===== config.mk =====
export PLATFORM = sky130hd
export DESIGN_NAME = composite_key_priority_queue_core_flat
export DESIGN_NICKNAME = d
export VERILOG_FILES = /design/src/rtl/ckpq_pkg.sv /design/src/rtl/ckpq_if.sv /design/src/rtl/ckpq_ram.sv /design/src/rtl/ckpq_best.sv /design/src/rtl/composite_key_priority_queue_core.sv /design/src/flat_wrapper.sv
export SDC_FILE = /design/constraint.sdc
export NUM_CORES = 1
export LEC_CHECK = 0
export BUFFER_PORTS_ARGS = -buffer_cell sky130_fd_sc_hd__buf_2
export CAP_MARGIN = 30
export CORE_MARGIN = 10
export CORE_UTILIZATION = 30
export CTS_CLUSTER_SIZE = 25
export DETAILED_ROUTE_END_ITERATION = 10
export SLEW_MARGIN = 30
export SYNTH_ARGS = -nofsm -noshare
export SYNTH_HDL_FRONTEND = slang
export SYNTH_SLANG_ARGS = --single-unit

===== constraint.sdc =====
create_clock -name i_clk -period 16.7 [get_ports i_clk]
set_input_delay 0.835 -clock i_clk [delete_from_list [all_inputs] [get_ports i_clk]]
set_output_delay 0.835 -clock i_clk [all_outputs]
set_load 0.02 [all_outputs]

===== src/rtl/ckpq_pkg.sv =====
// Package: constants, types and ordering functions of the event priority queue.
`default_nettype none

package ckpq_pkg;

    // Sizing
    localparam int unsigned CAPACITY = 16;
    localparam int unsigned TAG_BITS = 16;
    localparam int unsigned TagW     = (TAG_BITS < 16) ? TAG_BITS : 16;
    localparam int unsigned IdxW     = $clog2(CAPACITY);
    localparam int unsigned CntW     = $clog2(CAPACITY + 1);
    localparam int unsigned SeqW     = 32;

    // Field limits
    localparam logic [4:0] HourMax   = 5'd23;
    localparam logic [5:0] MinuteMax = 6'd59;

    // Operation codes
    localparam logic OpPush = 1'b0;
    localparam logic OpPop  = 1'b1;

    // Kind codes
    localparam logic [1:0] KindSystem  = 2'd0;
    localparam logic [1:0] KindMessage = 2'd1;
    localparam logic [1:0] KindApp     = 2'd2;
    localparam logic [1:0] KindUnused  = 2'd3;

    // Kind ranks, higher leaves first
    localparam logic [1:0] RankMessage = 2'd3;
    localparam logic [1:0] RankSystem  = 2'd2;
    localparam logic [1:0] RankApp     = 2'd1;

    // Status codes
    localparam logic [1:0] StatusOk    = 2'd0;
    localparam logic [1:0] StatusEmpty = 2'd1;
    localparam logic [1:0] StatusFull  = 2'd2;

    // Stored record
    typedef struct packed {
        logic            urgent;
        logic [4:0]      hour;
        logic [5:0]      minute;
        logic [1:0]      kind;
        logic [TagW-1:0] tag;
        logic [SeqW-1:0] seq;
    } t_rec;

    localparam int unsigned RecW = $bits(t_rec);

    // Result held for the output channel
    typedef struct packed {
        logic [1:0]      status;
        logic            urgent;
        logic [4:0]      hour;
        logic [5:0]      minute;
        logic [1:0]      kind;
        logic [TagW-1:0] tag;
        logic [4:0]      occupancy;
    } t_rsp;

    // Control from the sequencer to the best-entry tracker
    typedef struct packed {
        logic cmp_en;
        logic first;
    } t_best_ctl;

    // Sequencer states
    typedef enum logic [2:0] {
        S_IDLE,
        S_PUSH,
        S_SCAN,
        S_DRAIN,
        S_MOVE,
        S_FINISH
    } t_state;

    function automatic logic [1:0] kind_rank(input logic [1:0] kind);
        logic [1:0] rank;
        rank = RankApp;
        if (kind == KindMessage) begin
            rank = RankMessage;
        end else if (kind == KindSystem) begin
            rank = RankSystem;
        end
        return rank;
    endfunction

    // True when record a leaves the queue before record b
    function automatic logic goes_first(input t_rec a, input t_rec b);
        logic       ia;
        logic       ib;
        logic [1:0] ra;
        logic [1:0] rb;
        logic       res;
        ia = a.urgent && (a.kind == KindSystem);
        ib = b.urgent && (b.kind == KindSystem);
        ra = kind_rank(a.kind);
        rb = kind_rank(b.kind);
        if (ia != ib) begin
            res = ia;
        end else if (a.hour != b.hour) begin
            res = (a.hour < b.hour);
        end else if (a.minute != b.minute) begin
            res = (a.minute < b.minute);
        end else if (ra != rb) begin
            res = (ra > rb);
        end else begin
            res = (a.seq < b.seq);
        end
        return res;
    endfunction

endpackage

`default_nettype wire


===== src/rtl/ckpq_if.sv =====
// Interfaces: request and response channels of the event priority queue.
`default_nettype none

interface ckpq_req_if;
    logic        valid;
    logic        ready;
    logic        op;
    logic        urgent;
    logic [4:0]  hour;
    logic [5:0]  minute;
    logic [1:0]  kind;
    logic [15:0] tag;

    modport source (output valid, op, urgent, hour, minute, kind, tag, input ready);
    modport sink   (input valid, op, urgent, hour, minute, kind, tag, output ready);
endinterface

interface ckpq_rsp_if;
    logic        valid;
    logic        ready;
    logic [1:0]  status;
    logic        out_urgent;
    logic [4:0]  out_hour;
    logic [5:0]  out_minute;
    logic [1:0]  out_kind;
    logic [15:0] out_tag;
    logic [4:0]  occupancy;

    modport source (output valid, status, out_urgent, out_hour, out_minute, out_kind,
                    out_tag, occupancy, input ready);
    modport sink   (input valid, status, out_urgent, out_hour, out_minute, out_kind,
                    out_tag, occupancy, output ready);
endinterface

`default_nettype wire


===== src/rtl/ckpq_ram.sv =====
// Generic single-port RAM with registered read data.
`default_nettype none

module ckpq_ram #(
    parameter int unsigned WIDTH = 8,
    parameter int unsigned DEPTH = 16
) (
    input  wire logic                     i_clk,
    input  wire logic                     i_we,
    input  wire logic [$clog2(DEPTH)-1:0] i_addr,
    input  wire logic [WIDTH-1:0]         i_wdata,
    output logic      [WIDTH-1:0]         o_rdata
);

    logic [WIDTH-1:0] r_mem [DEPTH];
    logic [WIDTH-1:0] r_rdata;

    // Write, then read old contents at the same address
    always_ff @(posedge i_clk) begin
        if (i_we) begin
            r_mem[i_addr] <= i_wdata;
        end
        r_rdata <= r_mem[i_addr];
    end

    assign o_rdata = r_rdata;

endmodule

`default_nettype wire


===== src/rtl/ckpq_best.sv =====
// Best-entry tracker: keeps the highest-priority record seen during a scan.
`default_nettype none

module ckpq_best (
    input  wire logic                        i_clk,
    input  wire ckpq_pkg::t_best_ctl         i_ctl,
    input  wire ckpq_pkg::t_rec              i_rec,
    input  wire logic [ckpq_pkg::IdxW-1:0]   i_idx,
    output ckpq_pkg::t_rec                   o_best_rec,
    output logic      [ckpq_pkg::IdxW-1:0]   o_best_idx
);

    ckpq_pkg::t_rec            r_best_rec;
    logic [ckpq_pkg::IdxW-1:0] r_best_idx;
    logic                      take;

    // Take the first entry, then any entry that beats the current best
    assign take = i_ctl.cmp_en && (i_ctl.first || ckpq_pkg::goes_first(i_rec, r_best_rec));

    always_ff @(posedge i_clk) begin
        if (take) begin
            r_best_rec <= i_rec;
            r_best_idx <= i_idx;
        end
    end

    assign o_best_rec = r_best_rec;
    assign o_best_idx = r_best_idx;

endmodule

`default_nettype wire


===== src/rtl/composite_key_priority_queue_core.sv =====
// Top level: bounded priority queue of event records held in one RAM.
//
//  channel | dir | port  | transfer fields
//  --------+-----+-------+--------------------------------------------------
//  request | in  | i_req | op, urgent, hour, minute, kind, tag
//  result  | out | o_rsp | status, out_urgent, out_hour, out_minute,
//          |     |       | out_kind, out_tag, occupancy
//
//  A push passes the push and finish states; a pop on an empty queue goes to finish,
//  and a pop of stored records passes scan, drain, move and finish: the record RAM has
//  one port, so the scan reads one entry per cycle, then the last entry is moved into the hole.
//  One item is worked on at a time; the next request transfers while a result waits.
//  A stalled result holds the sequencer in its finish state; reset empties the queue.
`default_nettype none

module composite_key_priority_queue_core (
    input  wire logic  i_clk,
    input  wire logic  i_rst_n,
    ckpq_req_if.sink   i_req,
    ckpq_rsp_if.source o_rsp
);

    localparam int unsigned IdxW = ckpq_pkg::IdxW;
    localparam int unsigned CntW = ckpq_pkg::CntW;
    localparam int unsigned SeqW = ckpq_pkg::SeqW;

    ckpq_pkg::t_state r_state, n_state;

    logic [CntW-1:0]           r_count, n_count;
    logic [SeqW-1:0]           r_seq, n_seq;
    logic [IdxW-1:0]           r_addr, n_addr;
    logic                      r_rd_valid, n_rd_valid;
    logic [IdxW-1:0]           r_rd_idx, n_rd_idx;
    ckpq_pkg::t_rec            r_item, n_item;
    ckpq_pkg::t_rsp            r_res, n_res;
    ckpq_pkg::t_rsp            r_out, n_out;
    logic                      r_out_valid, n_out_valid;

    logic                      ram_we;
    logic [IdxW-1:0]           ram_addr;
    ckpq_pkg::t_rec            ram_wdata;
    ckpq_pkg::t_rec            ram_rdata;
    ckpq_pkg::t_best_ctl       best_ctl;
    ckpq_pkg::t_rec            best_rec;
    logic [IdxW-1:0]           best_idx;

    logic                      req_xfer;
    logic [CntW-1:0]           last_cnt;
    ckpq_pkg::t_rec            in_rec;

    assign req_xfer = i_req.valid && i_req.ready;
    assign last_cnt = r_count - CntW'(1);

    // Normalise an incoming record
    always_comb begin
        in_rec        = '0;
        in_rec.urgent = i_req.urgent;
        in_rec.hour   = (i_req.hour <= ckpq_pkg::HourMax) ? i_req.hour : 5'd0;
        in_rec.minute = (i_req.minute <= ckpq_pkg::MinuteMax) ? i_req.minute : 6'd0;
        in_rec.kind   = (i_req.kind == ckpq_pkg::KindUnused) ? ckpq_pkg::KindApp : i_req.kind;
        in_rec.tag    = i_req.tag[ckpq_pkg::TagW-1:0];
        in_rec.seq    = '0;
    end

    // Record store
    ckpq_ram #(
        .WIDTH (ckpq_pkg::RecW),
        .DEPTH (ckpq_pkg::CAPACITY)
    ) u_ram (
        .i_clk   (i_clk),
        .i_we    (ram_we),
        .i_addr  (ram_addr),
        .i_wdata (ram_wdata),
        .o_rdata (ram_rdata)
    );

    // Best entry of the current scan
    assign best_ctl.cmp_en = r_rd_valid;
    assign best_ctl.first  = (r_rd_idx == '0);

    ckpq_best u_best (
        .i_clk      (i_clk),
        .i_ctl      (best_ctl),
        .i_rec      (ram_rdata),
        .i_idx      (r_rd_idx),
        .o_best_rec (best_rec),
        .o_best_idx (best_idx)
    );

    // Sequencer: next state, RAM access and result
    always_comb begin
        n_state     = r_state;
        n_count     = r_count;
        n_seq       = r_seq;
        n_addr      = r_addr;
        n_rd_valid  = 1'b0;
        n_rd_idx    = r_rd_idx;
        n_item      = r_item;
        n_res       = r_res;
        ram_we      = 1'b0;
        ram_addr    = r_addr;
        ram_wdata   = r_item;
        i_req.ready = 1'b0;

        unique case (r_state)
            ckpq_pkg::S_IDLE: begin
                i_req.ready = 1'b1;
                if (req_xfer) begin
                    n_item = in_rec;
                    n_addr = '0;
                    if (i_req.op == ckpq_pkg::OpPush) begin
                        n_state = ckpq_pkg::S_PUSH;
                    end else if (r_count == '0) begin
                        n_res        = '0;
                        n_res.status = ckpq_pkg::StatusEmpty;
                        n_state      = ckpq_pkg::S_FINISH;
                    end else begin
                        n_state = ckpq_pkg::S_SCAN;
                    end
                end
            end
            ckpq_pkg::S_PUSH: begin
                n_res = '0;
                if (r_count == CntW'(ckpq_pkg::CAPACITY)) begin
                    n_res.status    = ckpq_pkg::StatusFull;
                    n_res.occupancy = 5'(r_count);
                end else begin
                    ram_we          = 1'b1;
                    ram_addr        = r_count[IdxW-1:0];
                    ram_wdata       = r_item;
                    ram_wdata.seq   = r_seq;
                    n_count         = r_count + CntW'(1);
                    n_seq           = r_seq + SeqW'(1);
                    n_res.status    = ckpq_pkg::StatusOk;
                    n_res.occupancy = 5'(r_count + CntW'(1));
                end
                n_state = ckpq_pkg::S_FINISH;
            end
            ckpq_pkg::S_SCAN: begin
                ram_addr   = r_addr;
                n_rd_valid = 1'b1;
                n_rd_idx   = r_addr;
                if (r_addr == last_cnt[IdxW-1:0]) begin
                    n_state = ckpq_pkg::S_DRAIN;
                end else begin
                    n_addr = r_addr + IdxW'(1);
                end
            end
            ckpq_pkg::S_DRAIN: begin
                // Last compare lands now; fetch the last entry for the refill
                ram_addr = last_cnt[IdxW-1:0];
                n_state  = ckpq_pkg::S_MOVE;
            end
            ckpq_pkg::S_MOVE: begin
                ram_we          = 1'b1;
                ram_addr        = best_idx;
                ram_wdata       = ram_rdata;
                n_count         = last_cnt;
                n_res.status    = ckpq_pkg::StatusOk;
                n_res.urgent    = best_rec.urgent;
                n_res.hour      = best_rec.hour;
                n_res.minute    = best_rec.minute;
                n_res.kind      = best_rec.kind;
                n_res.tag       = best_rec.tag;
                n_res.occupancy = 5'(last_cnt);
                n_state         = ckpq_pkg::S_FINISH;
            end
            ckpq_pkg::S_FINISH: begin
                if (!r_out_valid || o_rsp.ready) begin
                    n_state = ckpq_pkg::S_IDLE;
                end
            end
            default: begin
                n_state = ckpq_pkg::S_IDLE;
            end
        endcase
    end

    // Output register: load on finish, drop on transfer
    always_comb begin
        n_out       = r_out;
        n_out_valid = r_out_valid;
        if (r_out_valid && o_rsp.ready) begin
            n_out_valid = 1'b0;
        end
        if (r_state == ckpq_pkg::S_FINISH && (!r_out_valid || o_rsp.ready)) begin
            n_out       = r_res;
            n_out_valid = 1'b1;
        end
    end

    // Hold the state register
    always_ff @(posedge i_clk) begin
        if (!i_rst_n) begin
            r_state <= ckpq_pkg::S_IDLE;
        end else begin
            r_state <= n_state;
        end
    end

    // Control registers
    always_ff @(posedge i_clk) begin
        if (!i_rst_n) begin
            r_count     <= '0;
            r_seq       <= '0;
            r_rd_valid  <= 1'b0;
            r_out_valid <= 1'b0;
        end else begin
            r_count     <= n_count;
            r_seq       <= n_seq;
            r_rd_valid  <= n_rd_valid;
            r_out_valid <= n_out_valid;
        end
    end

    // Payload registers
    always_ff @(posedge i_clk) begin
        r_addr   <= n_addr;
        r_rd_idx <= n_rd_idx;
        r_item   <= n_item;
        r_res    <= n_res;
        r_out    <= n_out;
    end

    // Drive the result channel
    assign o_rsp.valid      = r_out_valid;
    assign o_rsp.status     = r_out.status;
    assign o_rsp.out_urgent = r_out.urgent;
    assign o_rsp.out_hour   = r_out.hour;
    assign o_rsp.out_minute = r_out.minute;
    assign o_rsp.out_kind   = r_out.kind;
    assign o_rsp.out_tag    = 16'(r_out.tag);
    assign o_rsp.occupancy  = r_out.occupancy;

endmodule

`default_nettype wire

===== src/flat_wrapper.sv =====
// flat-port wrapper written by rule: the top's interface ports become plain ports
module composite_key_priority_queue_core_flat 
  (i_clk, i_rst_n, i_req_valid, i_req_op, i_req_urgent, i_req_hour, i_req_minute, i_req_kind, i_req_tag, i_req_ready, o_rsp_valid, o_rsp_status, o_rsp_out_urgent, o_rsp_out_hour, o_rsp_out_minute, o_rsp_out_kind, o_rsp_out_tag, o_rsp_occupancy, o_rsp_ready);
  ckpq_req_if i_req_i ();
  ckpq_rsp_if o_rsp_i ();
  input  wire logic i_clk;
  input  wire logic i_rst_n;
  input wire logic [$bits(i_req_i.valid)-1:0] i_req_valid;
  input wire logic [$bits(i_req_i.op)-1:0] i_req_op;
  input wire logic [$bits(i_req_i.urgent)-1:0] i_req_urgent;
  input wire logic [$bits(i_req_i.hour)-1:0] i_req_hour;
  input wire logic [$bits(i_req_i.minute)-1:0] i_req_minute;
  input wire logic [$bits(i_req_i.kind)-1:0] i_req_kind;
  input wire logic [$bits(i_req_i.tag)-1:0] i_req_tag;
  output wire logic [$bits(i_req_i.ready)-1:0] i_req_ready;
  output wire logic [$bits(o_rsp_i.valid)-1:0] o_rsp_valid;
  output wire logic [$bits(o_rsp_i.status)-1:0] o_rsp_status;
  output wire logic [$bits(o_rsp_i.out_urgent)-1:0] o_rsp_out_urgent;
  output wire logic [$bits(o_rsp_i.out_hour)-1:0] o_rsp_out_hour;
  output wire logic [$bits(o_rsp_i.out_minute)-1:0] o_rsp_out_minute;
  output wire logic [$bits(o_rsp_i.out_kind)-1:0] o_rsp_out_kind;
  output wire logic [$bits(o_rsp_i.out_tag)-1:0] o_rsp_out_tag;
  output wire logic [$bits(o_rsp_i.occupancy)-1:0] o_rsp_occupancy;
  input wire logic [$bits(o_rsp_i.ready)-1:0] o_rsp_ready;
  assign i_req_i.valid = i_req_valid;
  assign i_req_i.op = i_req_op;
  assign i_req_i.urgent = i_req_urgent;
  assign i_req_i.hour = i_req_hour;
  assign i_req_i.minute = i_req_minute;
  assign i_req_i.kind = i_req_kind;
  assign i_req_i.tag = i_req_tag;
  assign i_req_ready = i_req_i.ready;
  assign o_rsp_valid = o_rsp_i.valid;
  assign o_rsp_status = o_rsp_i.status;
  assign o_rsp_out_urgent = o_rsp_i.out_urgent;
  assign o_rsp_out_hour = o_rsp_i.out_hour;
  assign o_rsp_out_minute = o_rsp_i.out_minute;
  assign o_rsp_out_kind = o_rsp_i.out_kind;
  assign o_rsp_out_tag = o_rsp_i.out_tag;
  assign o_rsp_occupancy = o_rsp_i.occupancy;
  assign o_rsp_i.ready = o_rsp_ready;
  composite_key_priority_queue_core u_core (.i_clk(i_clk), .i_rst_n(i_rst_n), .i_req(i_req_i), .o_rsp(o_rsp_i));
endmodule

Word-level counts from Yosys, hierarchy flattened
Memory sizes are Yosys's and may differ from the RTL's. A register that Yosys moved wholly into a read port is not among the register bits.
Index checks and enable logic that the tools add are counted.

storage, ports and cells
  bits in writable memories = 992
  input bits = 35
  register bits after elaboration = 220
  memories = 1
  logic and storage cells = 125
  output and inout bits = 39

operators by class
  add/subtract/negate cells = 4
  bitwise logic cells = 1
  equal/unequal tests = 20
  $lt $le $gt $ge = 6
  reductions and logical operators = 24
  multiplexer cells = 36

memory list
  name                words  bits a word  rd ports  clocked after Yosys merged registers in  wr ports  RTL line        source
  u_core.u_ram.r_mem  16     62           1         1                                        1         ckpq_ram.sv:15  logic [WIDTH-1:0] r_mem [DEPTH];

operators by type and width
  kind                                                   number
  case mux 62 bit (2 select lines)                       1
  two-way mux 37 bit                                     3
  case mux 37 bit (3 select lines)                       1
  adder 32 x 1 -> 32 bit, second input constant          1
  < comparator 32 bit                                    1
  two-way mux 32 bit                                     1
  two-way mux 3 bit                                      5
  case mux 3 bit (5 select lines)                        1
  two-way mux 4 bit                                      3
  case mux 4 bit (3 select lines)                        1
  two-way mux 1 bit                                      11
  two-way mux 2 bit                                      5
  case mux 5 bit (2 select lines)                        1
  inequality test 2 x 1 -> 1 bit, second input constant  4
  case mux 4 bit (2 select lines)                        1
  == test 3 x 2 -> 1 bit, second input constant          2
  == test 3 bit, second input constant                   2
  <= comparator 6 bit, second input constant             1
  logical AND 1 bit                                      6
  < comparator 6 bit                                     1
  inequality test 6 bit                                  1
  AND reduction 3 bit                                    2
  nonzero test 2 bit                                     3
  adder 5 x 1 -> 5 bit, second input constant            1
  27 further kinds                                       32

Logic depth before layout (Yosys ltp)
  depth after elaboration = 10
  mapped depth = 14
  gate-level depth less buffers = 9

Modules after synthesis
A second synthesis with hierarchy kept.

second synthesis, totals
  cell total of the unflattened synthesis = 2,442
  area, all modules = 48,386.4 um2

modules (own cells, without submodules)
  module                             cells an instance  seq. area each (um2)  area an instance (um2)  times used
  ckpq_ram                           1,599              31,029.8              38,354.3                1
  composite_key_priority_queue_core  617                4,204.0               6,874.1                 1
  ckpq_best                          226                1,981.9               3,158.0                 1

Least setup slack after synthesis
Ideal clock, no wire load.

  path kind = register -> register
  from = register u_core.r_count[1]
  to = memory u_core.u_ram.r_mem[0][0] (netlist name), enable pin
  library setup time = 0.482 ns
  data required time = 16.218 ns
  arrival time = 4.941 ns
  path slack = 11.277 ns
  cell stages (with the launch flop) = 12
  buffers on the path = 4
  period minus slack after synthesis = 5.423 ns
  cell sequence = dfxtp_1 clkbuf_1 inv_1 ha_1 and4bb_2 o211a_2 a221oi_2 buf_2 buf_2 buf_2 nand2_1 nor2_1

on the way
  word-level cells in the longest chain between the ends = 5
  elaborated cells between the ends (all ways) = 8
  classes of those cells = add/sub: 1; eq/ne: 1; mux: 6

ends and longest elaborated chain
  what                                     RTL line                                  source
  from (decl)                              composite_key_priority_queue_core.sv:29   logic [CntW-1:0] r_count, n_count;
  from (signal assigned)                   composite_key_priority_queue_core.sv:209  r_count <= n_count;
  == test 5 bit                            composite_key_priority_queue_core.sv:124  if (r_count == CntW'(ckpq_pkg::CAPACITY)) begin
  two-way mux 1 bit                        composite_key_priority_queue_core.sv:124
  case mux 1 bit (2 select lines)          composite_key_priority_queue_core.sv:105  unique case (r_state)
  two-way mux 1 bit                        ckpq_ram.sv:20                            if (i_we) begin
  two-way mux 1 bit (implied by the code)  ckpq_ram.sv:21                            r_mem[i_addr] <= i_wdata;
  to (decl)                                ckpq_ram.sv:15

Several ways; a longest one is shown, not always the timed one.

Worst setup path after layout
  from = register u_core.r_state[2]
  to = memory u_core.u_ram.r_mem[14][7] (netlist name), enable pin

on the way
  word-level cells in the longest chain between the ends = 4
  elaborated cells between the ends (all ways) = 7
  classes of those cells = eq/ne: 3; mux: 4

ends and longest elaborated chain
  what                                                     RTL line                                  source
  from (decl)                                              composite_key_priority_queue_core.sv:27   ckpq_pkg::t_state r_state, n_state;
  from (signal assigned)                                   composite_key_priority_queue_core.sv:195  r_state <= ckpq_pkg::S_IDLE;
  from (signal assigned)                                   composite_key_priority_queue_core.sv:197  r_state <= n_state;
  == test 3 bit or == test 3 x 1 -> 1 bit (tied branches)  composite_key_priority_queue_core.sv:105
  case mux 1 bit (2 select lines)                          composite_key_priority_queue_core.sv:105
  two-way mux 1 bit                                        ckpq_ram.sv:20
  two-way mux 1 bit (implied by the code)                  ckpq_ram.sv:21

Several ways; a longest one is shown, not always the timed one.

==> flow_summary.toml <==
[sta]
slew_violations = 0
setup-tns-final_ns = 0
finalCriticalPeriod_ns = 5.32
hold_violations = 0
rsz0062_at_grt = "false"
setup_ws_ns = 11.38
relSlewSlack = 0.303
setup_viol = 0
finalCritPeriodShare = 0.318
fmax_mhz = 188
finClkSkew_ns = 0.0474
worstMarginPinSlew_ns = 1.03

[global_routing]
overflow = 0
track_usage = 0.126
antenna_found_initial = 2
grt_pass1_wl_mm = 179
grt_max_degree = 196
grt_pass1_vias = 28200

[clocking]
clock_latency_ns = 0.75
cts_buffer_depth = 3
post-cts-setup-buffers = 0
cts_max_level = 3
post_cts_resized = 0
ctsHoldBuffers = 0
cts-root-buf = "clkbuf_16"
cts_tree = "done"
numCtsBuffers = 121
path_clk_slew_ns = 0.06
clock_sinks = 1274

[cells_and_area]
final_cell_mix = "1170 x edfxtp_1, 799 x nand2_1, 340 x a21oi_1"
final_common_cell = "edfxtp_1"
area_growth_pct = 14.4
nNetsFinal = 3627
fill_cells = 15600
drive_above_1_share = 0.0939
instances_no_fill = 5829

[synthesis]
synth_ff_type = "edfxtp_1"
ys_top_cells_by_area = "edfxtp_1 71%, nand2_1 6.1%, dfxtp_1 4.2%"
postSynthAreaPerCell_um2 = 14.0
syn_inst = 3511
yosysTopAreaCell = "edfxtp_1"
ys_types = 57
synth_edf_count = 1170
ys_seq_elements = 1274
synth_top_area_frac = 0.714
yosys_warnings = 0
synth_area_um2 = 49200
async_flop_share = 0
syn-num-nets = 3594
synth_seq_area_share = 0.756

[status]
status = "finished clean"

[worst_setup_path]
r2r_start = "u_core.r_state[2]"
crit_start = "u_core.r_state[2]"
crit_chain = "or3b_2 > buf_4 > o211a_2 > a221oi_4 > nand2_1 > nor2_4 > buf_4"
cp.buffers_inverters = 2
crit_fanout = 47
cpPeakStageDelay_ns = 0.91
arrival_ns = 5.65
path_class = "reg -> reg"
crit_required_ns = 17.03
path_delay_family = "simple AND/OR/NAND/NOR gates"
slowest_stage = "buf_4"
cp-start-kind = "flop"
endpoint_kind = "flop"
cpMostUsedCell = "buf_4"

[floorplan]
ios = 74
core_area_um2 = 163000
die_w_um = 425
rows = 148
die_h_um = 425
dieArea_um2 = 181000
start_util = 0.302

[power_and_ir_drop]
p_leak_nw = 19.0
vdd_ir_drop_max_mv = 0.218
powerDensity_nw_per_um2 = 198

[drt]
postRouteAntennaNets = 0
drtIter0Drc = 2427
routed-via-count = 28700
first_pass_iters = 5
drc = 0
post_drt_wl_per_cell_um = 20.3
totalWireLength_mm = 118
via_per_inst = 4.92

[run]
cap_violations = 0

[min_path]
min_from = "i_req_tag[0]"
worstHoldPathType = "in -> reg"

[placement]
dp_hpwl_mm = 61.2
dpl_worst_slack_ns = 11.15
portBuffers = 73
place_inst = 5595
gp_congestion = 0.745
-- metrics by stage --
step	hold WS, ns	power [mW]	area, µm²	util
global placement	0.405	8.31	52000	0.319
global route	0.256	11.7	56300	0.346
detailed placement	0.405	8.35	52100	0.320
finish	0.286	11.1	56300	0.346
CTS	0.245	11.2	56300	0.345
floorplan	0.400	7.12	49200	-
-- layer usage --
| layer | track usage | part of all wire | vias to the layer above |
|---|---|---|---|
| met2 | 0.209 | 0.48 | 798 |
| met5 | 0 | 0.00011 | - |
| met4 | 0.0389 | 0.024 | 2 |
| met3 | 0.0164 | 0.049 | 169 |
| li1 | - | - | 13200 |
| met1 | 0.171 | 0.44 | 14500 |
-- flip-flops by register name, summed over array words and instances (netlist names), 6 cells and up --
name and cells:
u_core.u_ram.r_mem 992, u_core.u_best.o_best_rec 62, u_core.u_ram.o_rdata 62, u_core.r_res 37, u_core.r_seq 32, u_core.r_item 30, u_core.o_rsp.out_tag 16, u_core.o_rsp.out_minute 6
-- report_power, final --
part           leakage, nW  internal (mW)  switching (mW)
registers             11.6           4.34           0.218
logic                 5.36           1.04            2.69
clock network         2.03           1.65            1.19
total                 19.0           7.03            4.11
-- area by class of cell --
| type | instances | area [µm²] | share of cell area |
|---|---|---|---|
| Clock buffer | 175 | 3390 | 0.0602 |
| Antenna cell | 1 | 2.50 | 0.0000444 |
| Sequential cell | 1274 | 37200 | 0.661 |
| Inverter | 57 | 214 | 0.00380 |
| Tap cell | 2175 | 2720 | 0.0483 |
| Multi-Input combinational cell | 1968 | 11200 | 0.198 |
| Timing Repair Buffer | 122 | 850 | 0.0151 |
| Clock inverter | 57 | 779 | 0.0138 |
-- worst paths after layout --
| kind | to | slack [ns] | cells after the start |
|---|---|---|---|
| hold / removal | u_core.r_item[32] | 0.29 | 1 |
| setup / recovery | u_core.u_ram.r_mem[14][7] | 11.38 | 7 |
| setup reg to reg | u_core.u_ram.r_mem[14][7] | 11.38 | 7 |
| hold reg to reg | u_core.o_rsp.out_tag[1] | 0.41 | 0 |
-- worst reg2reg max path: cells and delay by family, from the launching register on --
kind / cells / cell delay (ns)
simple gates: 3 / 2.01
buf+inv: 2 / 1.23
compound gates: 2 / 1.02
flops: 1 / 0.61
-- cell families (layout without fill, tap and decap cells) --
kind of cell / count (synthesis) / count (layout) / synth area share
other: 0 / 1 / 0
muxes: 125 / 125 / 0.0254
DFF: 1274 / 1274 / 0.756
adders and majority gates: 48 / 48 / 0.0122
xor gates and xnor gates: 35 / 35 / 0.00623
and+or+nand+nor: 1077 / 1077 / 0.0912
buffers and inverters: 269 / 411 / 0.0220
AOI/OAI and AO/OA: 683 / 683 / 0.0871
-- cells in the mapped netlist (all sizes together) (2+ instances only) --
| cell | count |
|---|---|
| edfxtp | 1170 |
| nand2 | 801 |
| a21oi | 340 |
| a221oi | 129 |
| a31oi | 127 |
| clkbuf | 126 |
| mux2i | 125 |
| dfxtp | 104 |
| buf | 86 |
| nand3 | 83 |
| nor2 | 71 |
| inv | 56 |
| ha | 48 |
| and2 | 41 |
| a22o | 30 |
| o21ai | 23 |
| xnor2 | 20 |
| xor2 | 15 |
| nand2b | 14 |
| a21o | 13 |
| nand4 | 13 |
| nor3 | 10 |
| or3 | 10 |
| nor2b | 8 |
| and4 | 4 |
| nor4 | 4 |
| a211oi | 3 |
| and3 | 3 |
| nand3b | 3 |
| o31ai | 3 |
| a221o | 2 |
| nor3b | 2 |
| nor4bb | 2 |
| or2 | 2 |
Power figures use the tool's default switching activity.
